## config.mk

```make
export PLATFORM = sky130hd
export DESIGN_NAME = i2c_master_transfer_sequencer_flat
export DESIGN_NICKNAME = d
export VERILOG_FILES = /design/src/hw/rtl/i2cm_pkg.sv /design/src/hw/rtl/i2cm_if.sv /design/src/hw/rtl/i2cm_step.sv /design/src/hw/rtl/i2cm_result_buf.sv /design/src/hw/rtl/i2c_master_transfer_sequencer.sv /design/src/flat_wrapper.sv
export SDC_FILE = /design/constraint.sdc
export NUM_CORES = 1
export LEC_CHECK = 0
export BUFFER_PORTS_ARGS = -buffer_cell sky130_fd_sc_hd__buf_2
export CORE_MARGIN = 2
export CORE_UTILIZATION = 54
export CTS_CLUSTER_SIZE = 25
export DETAILED_ROUTE_END_ITERATION = 7
export GPL_TIMING_DRIVEN = 0
export PLACE_DENSITY = 0.74
export SETUP_SLACK_MARGIN = 0.15
export SYNTH_ARGS = -nofsm -noshare
export SYNTH_HDL_FRONTEND = slang
export SYNTH_SLANG_ARGS = --single-unit
```

## constraint.sdc

```tcl
create_clock -name clk -period 7.3 [get_ports clk]
set_input_delay 2.19 -clock clk [delete_from_list [all_inputs] [get_ports clk]]
set_output_delay 2.19 -clock clk [all_outputs]
set_load 0.1 [all_outputs]
```

## src/hw/rtl/i2cm_pkg.sv

```systemverilog
// ----------------------------------------------------------------------------
// i2cm_pkg: shared types and codes of the I2C master transfer sequencer
// Holds the word layouts of both channels, the per-item result bundle and
// the sequencer state, plus the action, result and error codes.
// ----------------------------------------------------------------------------
package i2cm_pkg;

  // action codes of an input word
  localparam logic [1:0] ACT_BEGIN = 2'd0;
  localparam logic [1:0] ACT_EVENT = 2'd1;
  localparam logic [1:0] ACT_ERROR = 2'd2;

  // result kinds
  localparam logic [1:0] KIND_CTRL   = 2'd0;
  localparam logic [1:0] KIND_RX     = 2'd1;
  localparam logic [1:0] KIND_FINISH = 2'd2;

  // error codes
  localparam logic [2:0] ERR_OK        = 3'd0;
  localparam logic [2:0] ERR_TIMED_OUT = 3'd1;
  localparam logic [2:0] ERR_OVERRUN   = 3'd2;
  localparam logic [2:0] ERR_NAK       = 3'd3;
  localparam logic [2:0] ERR_ARBIT     = 3'd4;
  localparam logic [2:0] ERR_BUS       = 3'd5;
  localparam logic [2:0] ERR_NO_FLAG   = 3'd6;
  localparam logic [2:0] ERR_BAD_BEGIN = 3'd7;

  // status flag bit positions
  localparam int SR_SB      = 0;
  localparam int SR_ADDR    = 1;
  localparam int SR_BTF     = 2;
  localparam int SR_RXNE    = 3;
  localparam int SR_TXE     = 4;
  localparam int SR_TIMEOUT = 5;
  localparam int SR_OVR     = 6;
  localparam int SR_AF      = 7;
  localparam int SR_ARLO    = 8;
  localparam int SR_BERR    = 9;

  // transfer lengths with paths of their own
  localparam logic [7:0] LEN_ONE   = 8'd1;
  localparam logic [7:0] LEN_TWO   = 8'd2;
  localparam logic [7:0] LEN_THREE = 8'd3;

  typedef struct packed {
    logic [1:0] action;
    logic [6:0] target_address;
    logic       read_not_write;
    logic [7:0] length;
    logic       send_start;
    logic       send_stop;
    logic [9:0] status_flags;
    logic [7:0] data_first;
    logic [7:0] data_second;
  } in_item_t;

  typedef struct packed {
    logic [1:0] result_kind;
    logic [7:0] data_value;
    logic       write_data_valid;
    logic       ack_enable;
    logic       nack_next;
    logic       issue_start;
    logic       issue_stop;
    logic       buffer_irq_enable;
    logic       event_irq_enable;
    logic [2:0] error_code;
    logic [7:0] bytes_left;
    logic       last;
  } out_item_t;

  typedef struct packed {
    logic       bus_started;
    logic [7:0] address_byte;
    logic [7:0] transfer_length;
    logic [7:0] remaining;
    logic       stop_requested;
    logic       ack_bit;
    logic       pos_bit;
    logic       buffer_irq_bit;
    logic       event_irq_bit;
    logic [2:0] last_error;
  } seq_state_t;

  // everything one input word produces: received bytes, then a closing word
  typedef struct packed {
    logic [1:0]      nrx;
    logic [1:0][7:0] rx_data;
    logic [1:0][7:0] rx_left;
    logic [1:0]      kind;
    logic [7:0]      data;
    logic            wdv;
    logic            start;
    logic            stop;
    logic [2:0]      err;
    logic [7:0]      left;
    logic            ack;
    logic            pos;
    logic            birq;
    logic            eirq;
  } bundle_t;

  function automatic logic [7:0] dec_sat(input logic [7:0] v);
    return (v != 8'd0) ? v - 8'd1 : v;
  endfunction

endpackage

```

## src/hw/rtl/i2cm_if.sv

```systemverilog
// ----------------------------------------------------------------------------
// i2cm_in_if / i2cm_out_if: valid/ready channels of the sequencer
// One interface per direction, each with a source and a sink view.
// ----------------------------------------------------------------------------
interface i2cm_in_if;
  logic               valid;
  logic               ready;
  i2cm_pkg::in_item_t item;

  modport source (output valid, output item, input ready);
  modport sink   (input valid, input item, output ready);
endinterface

interface i2cm_out_if;
  logic                valid;
  logic                ready;
  i2cm_pkg::out_item_t item;

  modport source (output valid, output item, input ready);
  modport sink   (input valid, input item, output ready);
endinterface

```

## src/hw/rtl/i2cm_step.sv

```systemverilog
// ----------------------------------------------------------------------------
// i2cm_step: sequencer state and one-word decision logic
// Decides the results of the registered input word and holds the state,
// which advances when the word is handed to the result buffer.
// ----------------------------------------------------------------------------
module i2cm_step #(
  parameter int MAX_LENGTH = 255
) (
  input  logic               clk,
  input  logic               rst,
  input  logic               fire,
  input  i2cm_pkg::in_item_t item,
  output i2cm_pkg::bundle_t  bundle
);

  i2cm_pkg::seq_state_t st;
  i2cm_pkg::seq_state_t st_next;
  logic sb, adr, btf, rxne, txe, too_long;

  assign sb   = item.status_flags[i2cm_pkg::SR_SB];
  assign adr  = item.status_flags[i2cm_pkg::SR_ADDR];
  assign btf  = item.status_flags[i2cm_pkg::SR_BTF];
  assign rxne = item.status_flags[i2cm_pkg::SR_RXNE];
  assign txe  = item.status_flags[i2cm_pkg::SR_TXE];
  assign too_long = 32'(item.length) > 32'(MAX_LENGTH);

  always_comb begin
    st_next = st;
    bundle  = '0;
    if (item.action == i2cm_pkg::ACT_BEGIN) begin
      if ((item.read_not_write && (item.length == 8'd0 || !item.send_start)) || too_long) begin
        if (st.bus_started) begin
          st_next.buffer_irq_bit = 1'b0;
          st_next.event_irq_bit  = 1'b0;
          st_next.ack_bit        = 1'b0;
          st_next.pos_bit        = 1'b0;
          st_next.bus_started    = 1'b0;
          bundle.stop            = 1'b1;
        end
        st_next.last_error = i2cm_pkg::ERR_BAD_BEGIN;
        bundle.kind = i2cm_pkg::KIND_FINISH;
        bundle.err  = i2cm_pkg::ERR_BAD_BEGIN;
      end else begin
        st_next.last_error      = i2cm_pkg::ERR_OK;
        st_next.transfer_length = item.length;
        st_next.remaining       = item.length;
        st_next.address_byte    = {item.target_address, item.read_not_write};
        st_next.stop_requested  = item.send_stop;
        st_next.pos_bit         = 1'b0;
        st_next.ack_bit         = 1'b1;
        if (item.read_not_write || item.send_start || !st.bus_started) begin
          bundle.start        = 1'b1;
          st_next.bus_started = 1'b1;
        end else begin
          st_next.buffer_irq_bit = 1'b1;
        end
        st_next.event_irq_bit = 1'b1;
      end
    end else if (item.action == i2cm_pkg::ACT_EVENT && st.event_irq_bit) begin
      if (sb) begin
        bundle.data = st.address_byte;
        bundle.wdv  = 1'b1;
      end else if (st.address_byte[0]) begin
        if (st.transfer_length == i2cm_pkg::LEN_ONE) begin
          if (adr) begin
            st_next.ack_bit = 1'b0;
            if (st.stop_requested) begin
              bundle.stop = 1'b1;
              st_next.bus_started = 1'b0;
            end
            st_next.buffer_irq_bit = 1'b1;
          end else if (rxne) begin
            st_next.remaining = i2cm_pkg::dec_sat(st.remaining);
            bundle.nrx        = 2'd1;
            bundle.rx_data[0] = item.data_first;
            bundle.rx_left[0] = st_next.remaining;
            st_next.buffer_irq_bit = 1'b0;
            st_next.event_irq_bit  = 1'b0;
            bundle.kind = i2cm_pkg::KIND_FINISH;
            bundle.err  = st.last_error;
          end
        end else if (st.transfer_length == i2cm_pkg::LEN_TWO) begin
          if (adr) begin
            st_next.pos_bit = 1'b1;
            st_next.ack_bit = 1'b0;
          end else if (btf) begin
            if (st.stop_requested) begin
              bundle.stop = 1'b1;
              st_next.bus_started = 1'b0;
            end
            bundle.nrx        = 2'd2;
            bundle.rx_data[0] = item.data_first;
            bundle.rx_left[0] = i2cm_pkg::dec_sat(st.remaining);
            bundle.rx_data[1] = item.data_second;
            bundle.rx_left[1] = i2cm_pkg::dec_sat(bundle.rx_left[0]);
            st_next.remaining = bundle.rx_left[1];
            st_next.buffer_irq_bit = 1'b0;
            st_next.event_irq_bit  = 1'b0;
            bundle.kind = i2cm_pkg::KIND_FINISH;
            bundle.err  = st.last_error;
          end
        end else begin
          if (adr) begin
            st_next.buffer_irq_bit = 1'b1;
          end else if (st.buffer_irq_bit && rxne) begin
            if (st.remaining == i2cm_pkg::LEN_THREE) begin
              // hold the third-last byte so that BTF takes it with the second-last
              st_next.buffer_irq_bit = 1'b0;
            end else begin
              st_next.remaining = i2cm_pkg::dec_sat(st.remaining);
              bundle.nrx        = 2'd1;
              bundle.rx_data[0] = item.data_first;
              bundle.rx_left[0] = st_next.remaining;
              if (st.remaining == i2cm_pkg::LEN_ONE) begin
                st_next.buffer_irq_bit = 1'b0;
                st_next.event_irq_bit  = 1'b0;
                bundle.kind = i2cm_pkg::KIND_FINISH;
                bundle.err  = st.last_error;
              end
            end
          end else if (!st.buffer_irq_bit && btf) begin
            st_next.ack_bit = 1'b0;
            if (st.stop_requested) begin
              bundle.stop = 1'b1;
              st_next.bus_started = 1'b0;
            end
            bundle.nrx        = 2'd2;
            bundle.rx_data[0] = item.data_first;
            bundle.rx_left[0] = i2cm_pkg::dec_sat(st.remaining);
            bundle.rx_data[1] = item.data_second;
            bundle.rx_left[1] = i2cm_pkg::dec_sat(bundle.rx_left[0]);
            st_next.remaining = bundle.rx_left[1];
            st_next.buffer_irq_bit = 1'b1;
          end
        end
      end else begin
        if (adr) begin
          if (st.remaining != 8'd0) begin
            bundle.data = item.data_first;
            bundle.wdv  = 1'b1;
            st_next.remaining = st.remaining - 8'd1;
          end
          if (st_next.remaining != 8'd0) begin
            st_next.buffer_irq_bit = 1'b1;
          end else begin
            if (st.stop_requested) begin
              bundle.stop = 1'b1;
              st_next.bus_started = 1'b0;
            end
            st_next.buffer_irq_bit = 1'b0;
            st_next.event_irq_bit  = 1'b0;
            bundle.kind = i2cm_pkg::KIND_FINISH;
            bundle.err  = st.last_error;
          end
        end else if (st.buffer_irq_bit && txe) begin
          bundle.data = item.data_first;
          bundle.wdv  = 1'b1;
          st_next.remaining = i2cm_pkg::dec_sat(st.remaining);
          if (st_next.remaining == 8'd0) begin
            st_next.buffer_irq_bit = 1'b0;
          end
        end else if (!st.buffer_irq_bit && btf) begin
          if (st.stop_requested) begin
            bundle.stop = 1'b1;
            st_next.bus_started = 1'b0;
          end
          st_next.buffer_irq_bit = 1'b0;
          st_next.event_irq_bit  = 1'b0;
          bundle.kind = i2cm_pkg::KIND_FINISH;
          bundle.err  = st.last_error;
        end
      end
    end else if (item.action == i2cm_pkg::ACT_ERROR && st.event_irq_bit) begin
      priority if (item.status_flags[i2cm_pkg::SR_TIMEOUT]) begin
        st_next.last_error  = i2cm_pkg::ERR_TIMED_OUT;
        st_next.bus_started = 1'b0;
      end else if (item.status_flags[i2cm_pkg::SR_OVR]) begin
        st_next.last_error  = i2cm_pkg::ERR_OVERRUN;
        st_next.bus_started = 1'b0;
      end else if (item.status_flags[i2cm_pkg::SR_AF]) begin
        st_next.last_error  = i2cm_pkg::ERR_NAK;
        st_next.bus_started = 1'b0;
        bundle.stop         = 1'b1;
      end else if (item.status_flags[i2cm_pkg::SR_ARLO]) begin
        st_next.last_error  = i2cm_pkg::ERR_ARBIT;
        st_next.bus_started = 1'b0;
      end else if (item.status_flags[i2cm_pkg::SR_BERR]) begin
        st_next.last_error  = i2cm_pkg::ERR_BUS;
        st_next.bus_started = 1'b0;
      end else begin
        st_next.last_error  = i2cm_pkg::ERR_NO_FLAG;
      end
      st_next.buffer_irq_bit = 1'b0;
      st_next.event_irq_bit  = 1'b0;
      st_next.pos_bit        = 1'b0;
      bundle.kind = i2cm_pkg::KIND_FINISH;
      bundle.err  = st_next.last_error;
    end
    bundle.left = st_next.remaining;
    bundle.ack  = st_next.ack_bit;
    bundle.pos  = st_next.pos_bit;
    bundle.birq = st_next.buffer_irq_bit;
    bundle.eirq = st_next.event_irq_bit;
  end

  always_ff @(posedge clk) begin
    if (rst) begin
      st <= '0;
    end else if (fire) begin
      st <= st_next;
    end
  end

endmodule

```

## src/hw/rtl/i2cm_result_buf.sv

```systemverilog
// ----------------------------------------------------------------------------
// i2cm_result_buf: result register and output sequencing
// Holds one result bundle and presents its words one per cycle while the sink
// is ready, received bytes first, closing word last.
// ----------------------------------------------------------------------------
module i2cm_result_buf (
  input  logic                clk,
  input  logic                rst,
  input  logic                load,
  input  i2cm_pkg::bundle_t   bundle_in,
  output logic                free,
  i2cm_out_if.source          out_ch
);

  i2cm_pkg::bundle_t bundle;
  logic       valid;
  logic [1:0] idx;
  logic       take;
  logic       is_last;

  assign take    = valid && out_ch.ready;
  assign is_last = (idx == bundle.nrx);
  assign free    = !valid || (take && is_last);
  assign out_ch.valid = valid;

  always_comb begin
    out_ch.item = '0;
    out_ch.item.ack_enable        = bundle.ack;
    out_ch.item.nack_next         = bundle.pos;
    out_ch.item.buffer_irq_enable = bundle.birq;
    out_ch.item.event_irq_enable  = bundle.eirq;
    if (is_last) begin
      out_ch.item.result_kind      = bundle.kind;
      out_ch.item.data_value       = bundle.data;
      out_ch.item.write_data_valid = bundle.wdv;
      out_ch.item.issue_start      = bundle.start;
      out_ch.item.issue_stop       = bundle.stop;
      out_ch.item.error_code       = bundle.err;
      out_ch.item.bytes_left       = bundle.left;
      out_ch.item.last             = 1'b1;
    end else begin
      out_ch.item.result_kind = i2cm_pkg::KIND_RX;
      out_ch.item.data_value  = bundle.rx_data[idx[0]];
      out_ch.item.bytes_left  = bundle.rx_left[idx[0]];
    end
  end

  always_ff @(posedge clk) begin
    if (rst) begin
      valid <= 1'b0;
      idx   <= 2'd0;
    end else if (load) begin
      valid <= 1'b1;
      idx   <= 2'd0;
    end else if (take) begin
      if (is_last) begin
        valid <= 1'b0;
      end else begin
        idx <= idx + 2'd1;
      end
    end
  end

  always_ff @(posedge clk) begin
    if (load) begin
      bundle <= bundle_in;
    end
  end

endmodule

```

## src/hw/rtl/i2c_master_transfer_sequencer.sv

```systemverilog
// ----------------------------------------------------------------------------
// i2c_master_transfer_sequencer: master-side I2C transfer sequencer
// Turns begin, peripheral-event and error-event words into control
// updates, received bytes and completion records for one transfer.
// ----------------------------------------------------------------------------
//
//   channel  | dir | handshake        | word
//   ---------+-----+------------------+---------------------------------
//   in_ch    | in  | valid / ready    | begin, peripheral or error event
//   out_ch   | out | valid / ready    | control, received byte, finish
//
// Each input word gives one to three output words; the closing word carries
// last. A word is taken into the input register, decided combinationally and
// moved to the result register once it frees, from which the first result is
// offered. A word with n results holds the result register until all n of its
// words are taken; with one result per word and a ready output the block
// sustains one word per cycle. Reset clears the sequencer state and both valid
// flags. A stalled output holds the result register, and the input register
// then holds the next word until the result register frees.
//
module i2c_master_transfer_sequencer #(
  parameter int MAX_LENGTH = 255
) (
  input  logic       clk,
  input  logic       rst,
  i2cm_in_if.sink    in_ch,
  i2cm_out_if.source out_ch
);

  i2cm_pkg::in_item_t in_q;
  logic               in_q_valid;
  i2cm_pkg::bundle_t  bundle;
  logic               buf_free;
  logic               fire;

  // advance the registered word into the result register when it frees
  assign fire        = in_q_valid && buf_free;
  assign in_ch.ready = !in_q_valid || fire;

  always_ff @(posedge clk) begin
    if (rst) begin
      in_q_valid <= 1'b0;
    end else if (in_ch.valid && in_ch.ready) begin
      in_q_valid <= 1'b1;
    end else if (fire) begin
      in_q_valid <= 1'b0;
    end
  end

  always_ff @(posedge clk) begin
    if (in_ch.valid && in_ch.ready) begin
      in_q <= in_ch.item;
    end
  end

  i2cm_step #(
    .MAX_LENGTH(MAX_LENGTH)
  ) u_step (
    .clk    (clk),
    .rst    (rst),
    .fire   (fire),
    .item   (in_q),
    .bundle (bundle)
  );

  i2cm_result_buf u_result_buf (
    .clk       (clk),
    .rst       (rst),
    .load      (fire),
    .bundle_in (bundle),
    .free      (buf_free),
    .out_ch    (out_ch)
  );

  // a received byte is never the closing word
  a_rx_not_last: assert property (@(posedge clk) disable iff (rst)
    (out_ch.valid && out_ch.item.result_kind == i2cm_pkg::KIND_RX) |-> !out_ch.item.last)
    else $error("received-byte word marked last");

  // the last word taken with nothing decided leaves the output empty
  a_drain: assert property (@(posedge clk) disable iff (rst)
    (out_ch.valid && out_ch.ready && out_ch.item.last && !fire) |=> !out_ch.valid)
    else $error("output valid after last word drained");

  // a waiting input word holds until it is decided
  a_in_hold: assert property (@(posedge clk) disable iff (rst)
    (in_q_valid && !fire) |=> (in_q_valid && $stable(in_q)))
    else $error("pending input word lost or changed");

endmodule

```

## src/flat_wrapper.sv

```systemverilog
// flat-port wrapper written by rule: the top's interface ports become plain ports
module i2c_master_transfer_sequencer_flat 
#(
  parameter int MAX_LENGTH = 255
)
  (clk, rst, in_ch_valid, in_ch_item, in_ch_ready, out_ch_valid, out_ch_item, out_ch_ready);
  i2cm_in_if in_ch_i ();
  i2cm_out_if out_ch_i ();
  input  logic clk;
  input  logic rst;
  input wire logic [$bits(in_ch_i.valid)-1:0] in_ch_valid;
  input wire logic [$bits(in_ch_i.item)-1:0] in_ch_item;
  output wire logic [$bits(in_ch_i.ready)-1:0] in_ch_ready;
  output wire logic [$bits(out_ch_i.valid)-1:0] out_ch_valid;
  output wire logic [$bits(out_ch_i.item)-1:0] out_ch_item;
  input wire logic [$bits(out_ch_i.ready)-1:0] out_ch_ready;
  assign in_ch_i.valid = in_ch_valid;
  assign in_ch_i.item = in_ch_item;
  assign in_ch_ready = in_ch_i.ready;
  assign out_ch_valid = out_ch_i.valid;
  assign out_ch_item = out_ch_i.item;
  assign out_ch_i.ready = out_ch_ready;
  i2c_master_transfer_sequencer #(.MAX_LENGTH(MAX_LENGTH)) u_core (.clk(clk), .rst(rst), .in_ch(in_ch_i), .out_ch(out_ch_i));
endmodule
```

==> impl_metrics.py <==
metrics = {
    "setup_path": {
        "worstPathArrival_ns": 6.43,
        "reg2reg_slack_ns": 1.0,
        "slowest_delay_ns": 0.75,
        "endpoint": "u_core.u_result_buf.bundle[6]",
        "startpoint_type": "flop",
        "worstSetupPathType": "flop to flop",
        "cp-startpoint": "u_core.u_step.st[8]",
        "crit_slowest_cell": "nor2_1",
        "required_ns": 7.43,
        "cp_max_fo": 10,
        "end_kind": "flop",
        "r2r_start": "u_core.u_step.st[8]",
        "cp_common_cell": "nor2_1",
        "crit_chain": "clkbuf_1 > buf_1 > inv_1 > ha_1 > or3b_1 > clkbuf_1 > nor2_1 > buf_2 > buf_1 > xnor2_1 > ha_1 > nand2_1 > o21bai_1 > nor2_1 > nor2_1 > o31ai_1 > nand2_1",
        "reg2regPathDepth": 17,
        "worstReg2RegEnd": "u_core.u_result_buf.bundle[6]",
    },
    "synthesis": {
        "syn-instance-count": 819,
        "synthFlopType": "edfxtp_1",
        "ys_seq_elements": 144,
        "synth_seq_area_share_pct": 50.8,
        "ys_types": 69,
        "synth.cell_area_um2": 7790,
        "ys_warn_count": 0,
        "syn_area_per_cell_um2": 9.51,
        "synth_fp_nets": 875,
        "synth-edff-count": 107,
        "async_reset_ff_share_pct": 0,
    },
    "detailed_routing": {
        "via_count": 7032,
        "drt_first_pass_iters": 8,
        "vias_per_cell": 6.33,
        "ant_nets": 0,
        "drc": 0,
        "routed_wl_mm": 23.8,
        "wire_per_inst_um": 21.5,
        "drt-initial-drc-count": 933,
    },
    "floorplanning": {
        "start_util_pct": 55.7,
        "coreArea_um2": 14000,
        "die_w_um": 124,
        "dieArea_um2": 15400,
        "num_rows": 43,
        "ioPinCount": 81,
        "die_h_um": 124,
    },
    "clocking": {
        "cts_hold_buffers": 0,
        "cts_buffers": 17,
        "path_clk_slew_ns": 0.06,
        "clockRootBuffer": "clkbuf_16",
        "worstSkewPairLatency_ns": 0.44,
        "post_cts_resized": 0,
        "cts_buffer_depth": 2,
        "cts_sinks": 144,
        "cts_tree": "done",
        "cts_setup_buffers": 0,
        "cts_max_level": 4,
    },
    "grt": {
        "grt_overflow": 0,
        "grt_antenna_before_repair": 0,
        "grt_usage_pct": 31.7,
        "grt_max_degree": 71,
        "grt_pass1_wl_mm": 35.7,
        "grt_pass1_vias": 6337,
    },
    "timing": {
        "layout_min_cycle_time_ns": 6.30,
        "period_share_pct": 86.3,
        "worst_slew_pin_slew_ns": 1.05,
        "slew_viol_final": 0,
        "rsz0062_at_grt": "false",
        "final.setup.tns_ns": 0,
        "finalHoldViolations": 0,
        "max_freq_mhz": 159,
        "setup_viol": 0,
        "relSlewSlack_pct": 29.6,
        "skew_ns": 0.0219,
    },
    "final_layout": {
        "drive_gt1_share_pct": 15.1,
        "final_cell_mix": "nand2_1 (110), edfxtp_1 (107), buf_2 (83), nor2_1 (75), a21oi_1 (70)",
        "fin_nets": 974,
        "final_common_cell": "nand2_1",
        "post-route-cell-area_um2": 9030,
        "synthToLayoutAreaGrowth_pct": 15.9,
        "fill_cells": 1173,
        "antenna_cells": 0,
    },
    "placement": {
        "place.gp.congestion": 1.05,
        "port_buffers": 79,
        "place_area_um2": 8430,
        "dp_hpwl_mm": 17.1,
    },
    "hold_path": {
        "hold_class": "flop to flop",
    },
    "job": {
        "maxCapViolations": 0,
    },
    "power": {
        "power_density_nw_per_um2": 252,
        "p_leak_nw": 3.28,
        "ir_drop_mv": 0.177,
    },
    "outcome": {
        "status": "finished, final reports clean",
    },
}
layout make-up:
type | instances | area, µm² | share of cell area (%)
clock inverter | 10 | 139 | 1.54
clock buffer | 22 | 454 | 5.03
sequential | 144 | 3950 | 43.8
inverter | 17 | 63.8 | 0.707
buffer | 55 | 249 | 2.76
timing repair buffer | 80 | 415 | 4.60
tap | 180 | 225 | 2.50
multi-input combinational | 603 | 3530 | 39.1
synthesized netlist by cell type, types with 4 or more instances:
master    number  area [µm²]
a31oi_1       11        68.8
a21o_1         5        37.5
or2_2          9        56.3
dfxtp_1       37         741
nor3_1        20         100
nand3b_1       6        45.0
buf_2          4        20.0
o21ai_0       45         225
a311oi_1       6        52.6
nor2b_1        6        37.5
a22oi_1       13        97.6
nand4_1        5        31.3
a31o_2         5        43.8
o22ai_1        5        31.3
nand2b_1      15        93.8
nor3b_1        4        30.0
mux2i_1       21         210
and2_1        29         181
o31ai_1       11        82.6
a21oi_1       70         350
clkbuf_1      36         135
a211oi_1       9        67.6
o211ai_1      15         113
buf_1          8        30.0
o21ai_1        4        20.0
nand2_1      110         413
inv_1         16        60.1
ha_1           6        75.1
or4_1          7        52.6
nand3_1       18        90.1
xnor2_1        5        43.8
o21a_1         6        45.0
edfxtp_1     107        3210
buf_4          5        37.5
nor2_1        75         282
a221oi_1       4        35.0
sequential cells by signal (all words and copies together), names as in the netlist:
name,cells
u_core.u_result_buf.idx,2
u_core.u_step.st,33
u_core.in_q_valid,1
u_core.in_q,46
u_core.u_result_buf.out_ch.valid,1
u_core.u_result_buf.bundle,57
u_core.u_result_buf.out_ch.item,4
through the flow:
stage / total power [mW] / util [%] / hold WS [ns] / setup slack [ns] / cells
final: 2.28 / 64.5 / 0.460 / 0.999 / 1111
after global routing: 2.35 / 64.5 / 0.476 / 0.886 / 1111
after CTS: 2.27 / 64.5 / 0.461 / 1.43 / 1111
after detailed placement: 1.39 / 60.3 / 0.453 / 1.47 / 1079
after global placement: 1.39 / 60.1 / 0.444 / 0.669 / 1078
after floorplan: 1.27 / - / 0.437 / 0.977 / 819
critical path: cells and delay by family (launching register included):
family	cells	cell delay, ns
buf+inv	6	2.01
simple gates	6	1.66
compound gates	2	0.77
fa+ha+maj	2	0.65
flops	1	0.52
xor+xnor	1	0.39
layer usage:
metal  track usage, %  wire length [µm]  up-vias  part of all wire (%)
met1             42.8              9710     3303                    41
met4             11.7               766        0                   3.2
met2             48.1             10800      415                    45
met5                0                 0        -                     0
met3             10.0              2600       65                    11
li1                 -                 -     3249                     -
power breakdown:
part	switching, mW	internal (mW)	total [mW]
logic	0.331	0.118	0.449
registers	0.0218	0.921	0.943
clock network	0.337	0.546	0.883
total	0.689	1.59	2.28
kinds of logic after synthesis:
family	after synthesis	synth area share, %
buf+inv	72	3.97
fa+ha+maj	6	0.964
xor+xnor	8	0.900
mux	21	2.70
compound gates	242	20.1
flops	144	50.8
simple gates	326	20.6
worst min-delay path by stage:
stage | from | endpoint | slack [ns] | cells after the start
2_1_floorplan | u_core.u_step.st[25] | u_core.u_step.st[25] | 0.44 | 2
3_3_place_gp | u_core.u_step.st[2] | u_core.u_step.st[2] | 0.44 | 2
3_5_place_dp | u_core.u_step.st[1] | u_core.u_step.st[1] | 0.45 | 2
4_1_cts | u_core.u_step.st[0] | u_core.u_step.st[0] | 0.46 | 2
5_1_grt | u_core.u_step.st[0] | u_core.u_step.st[0] | 0.48 | 2
6_report | u_core.u_step.st[1] | u_core.u_step.st[1] | 0.46 | 2
Power figures use the tool's default switching activity.
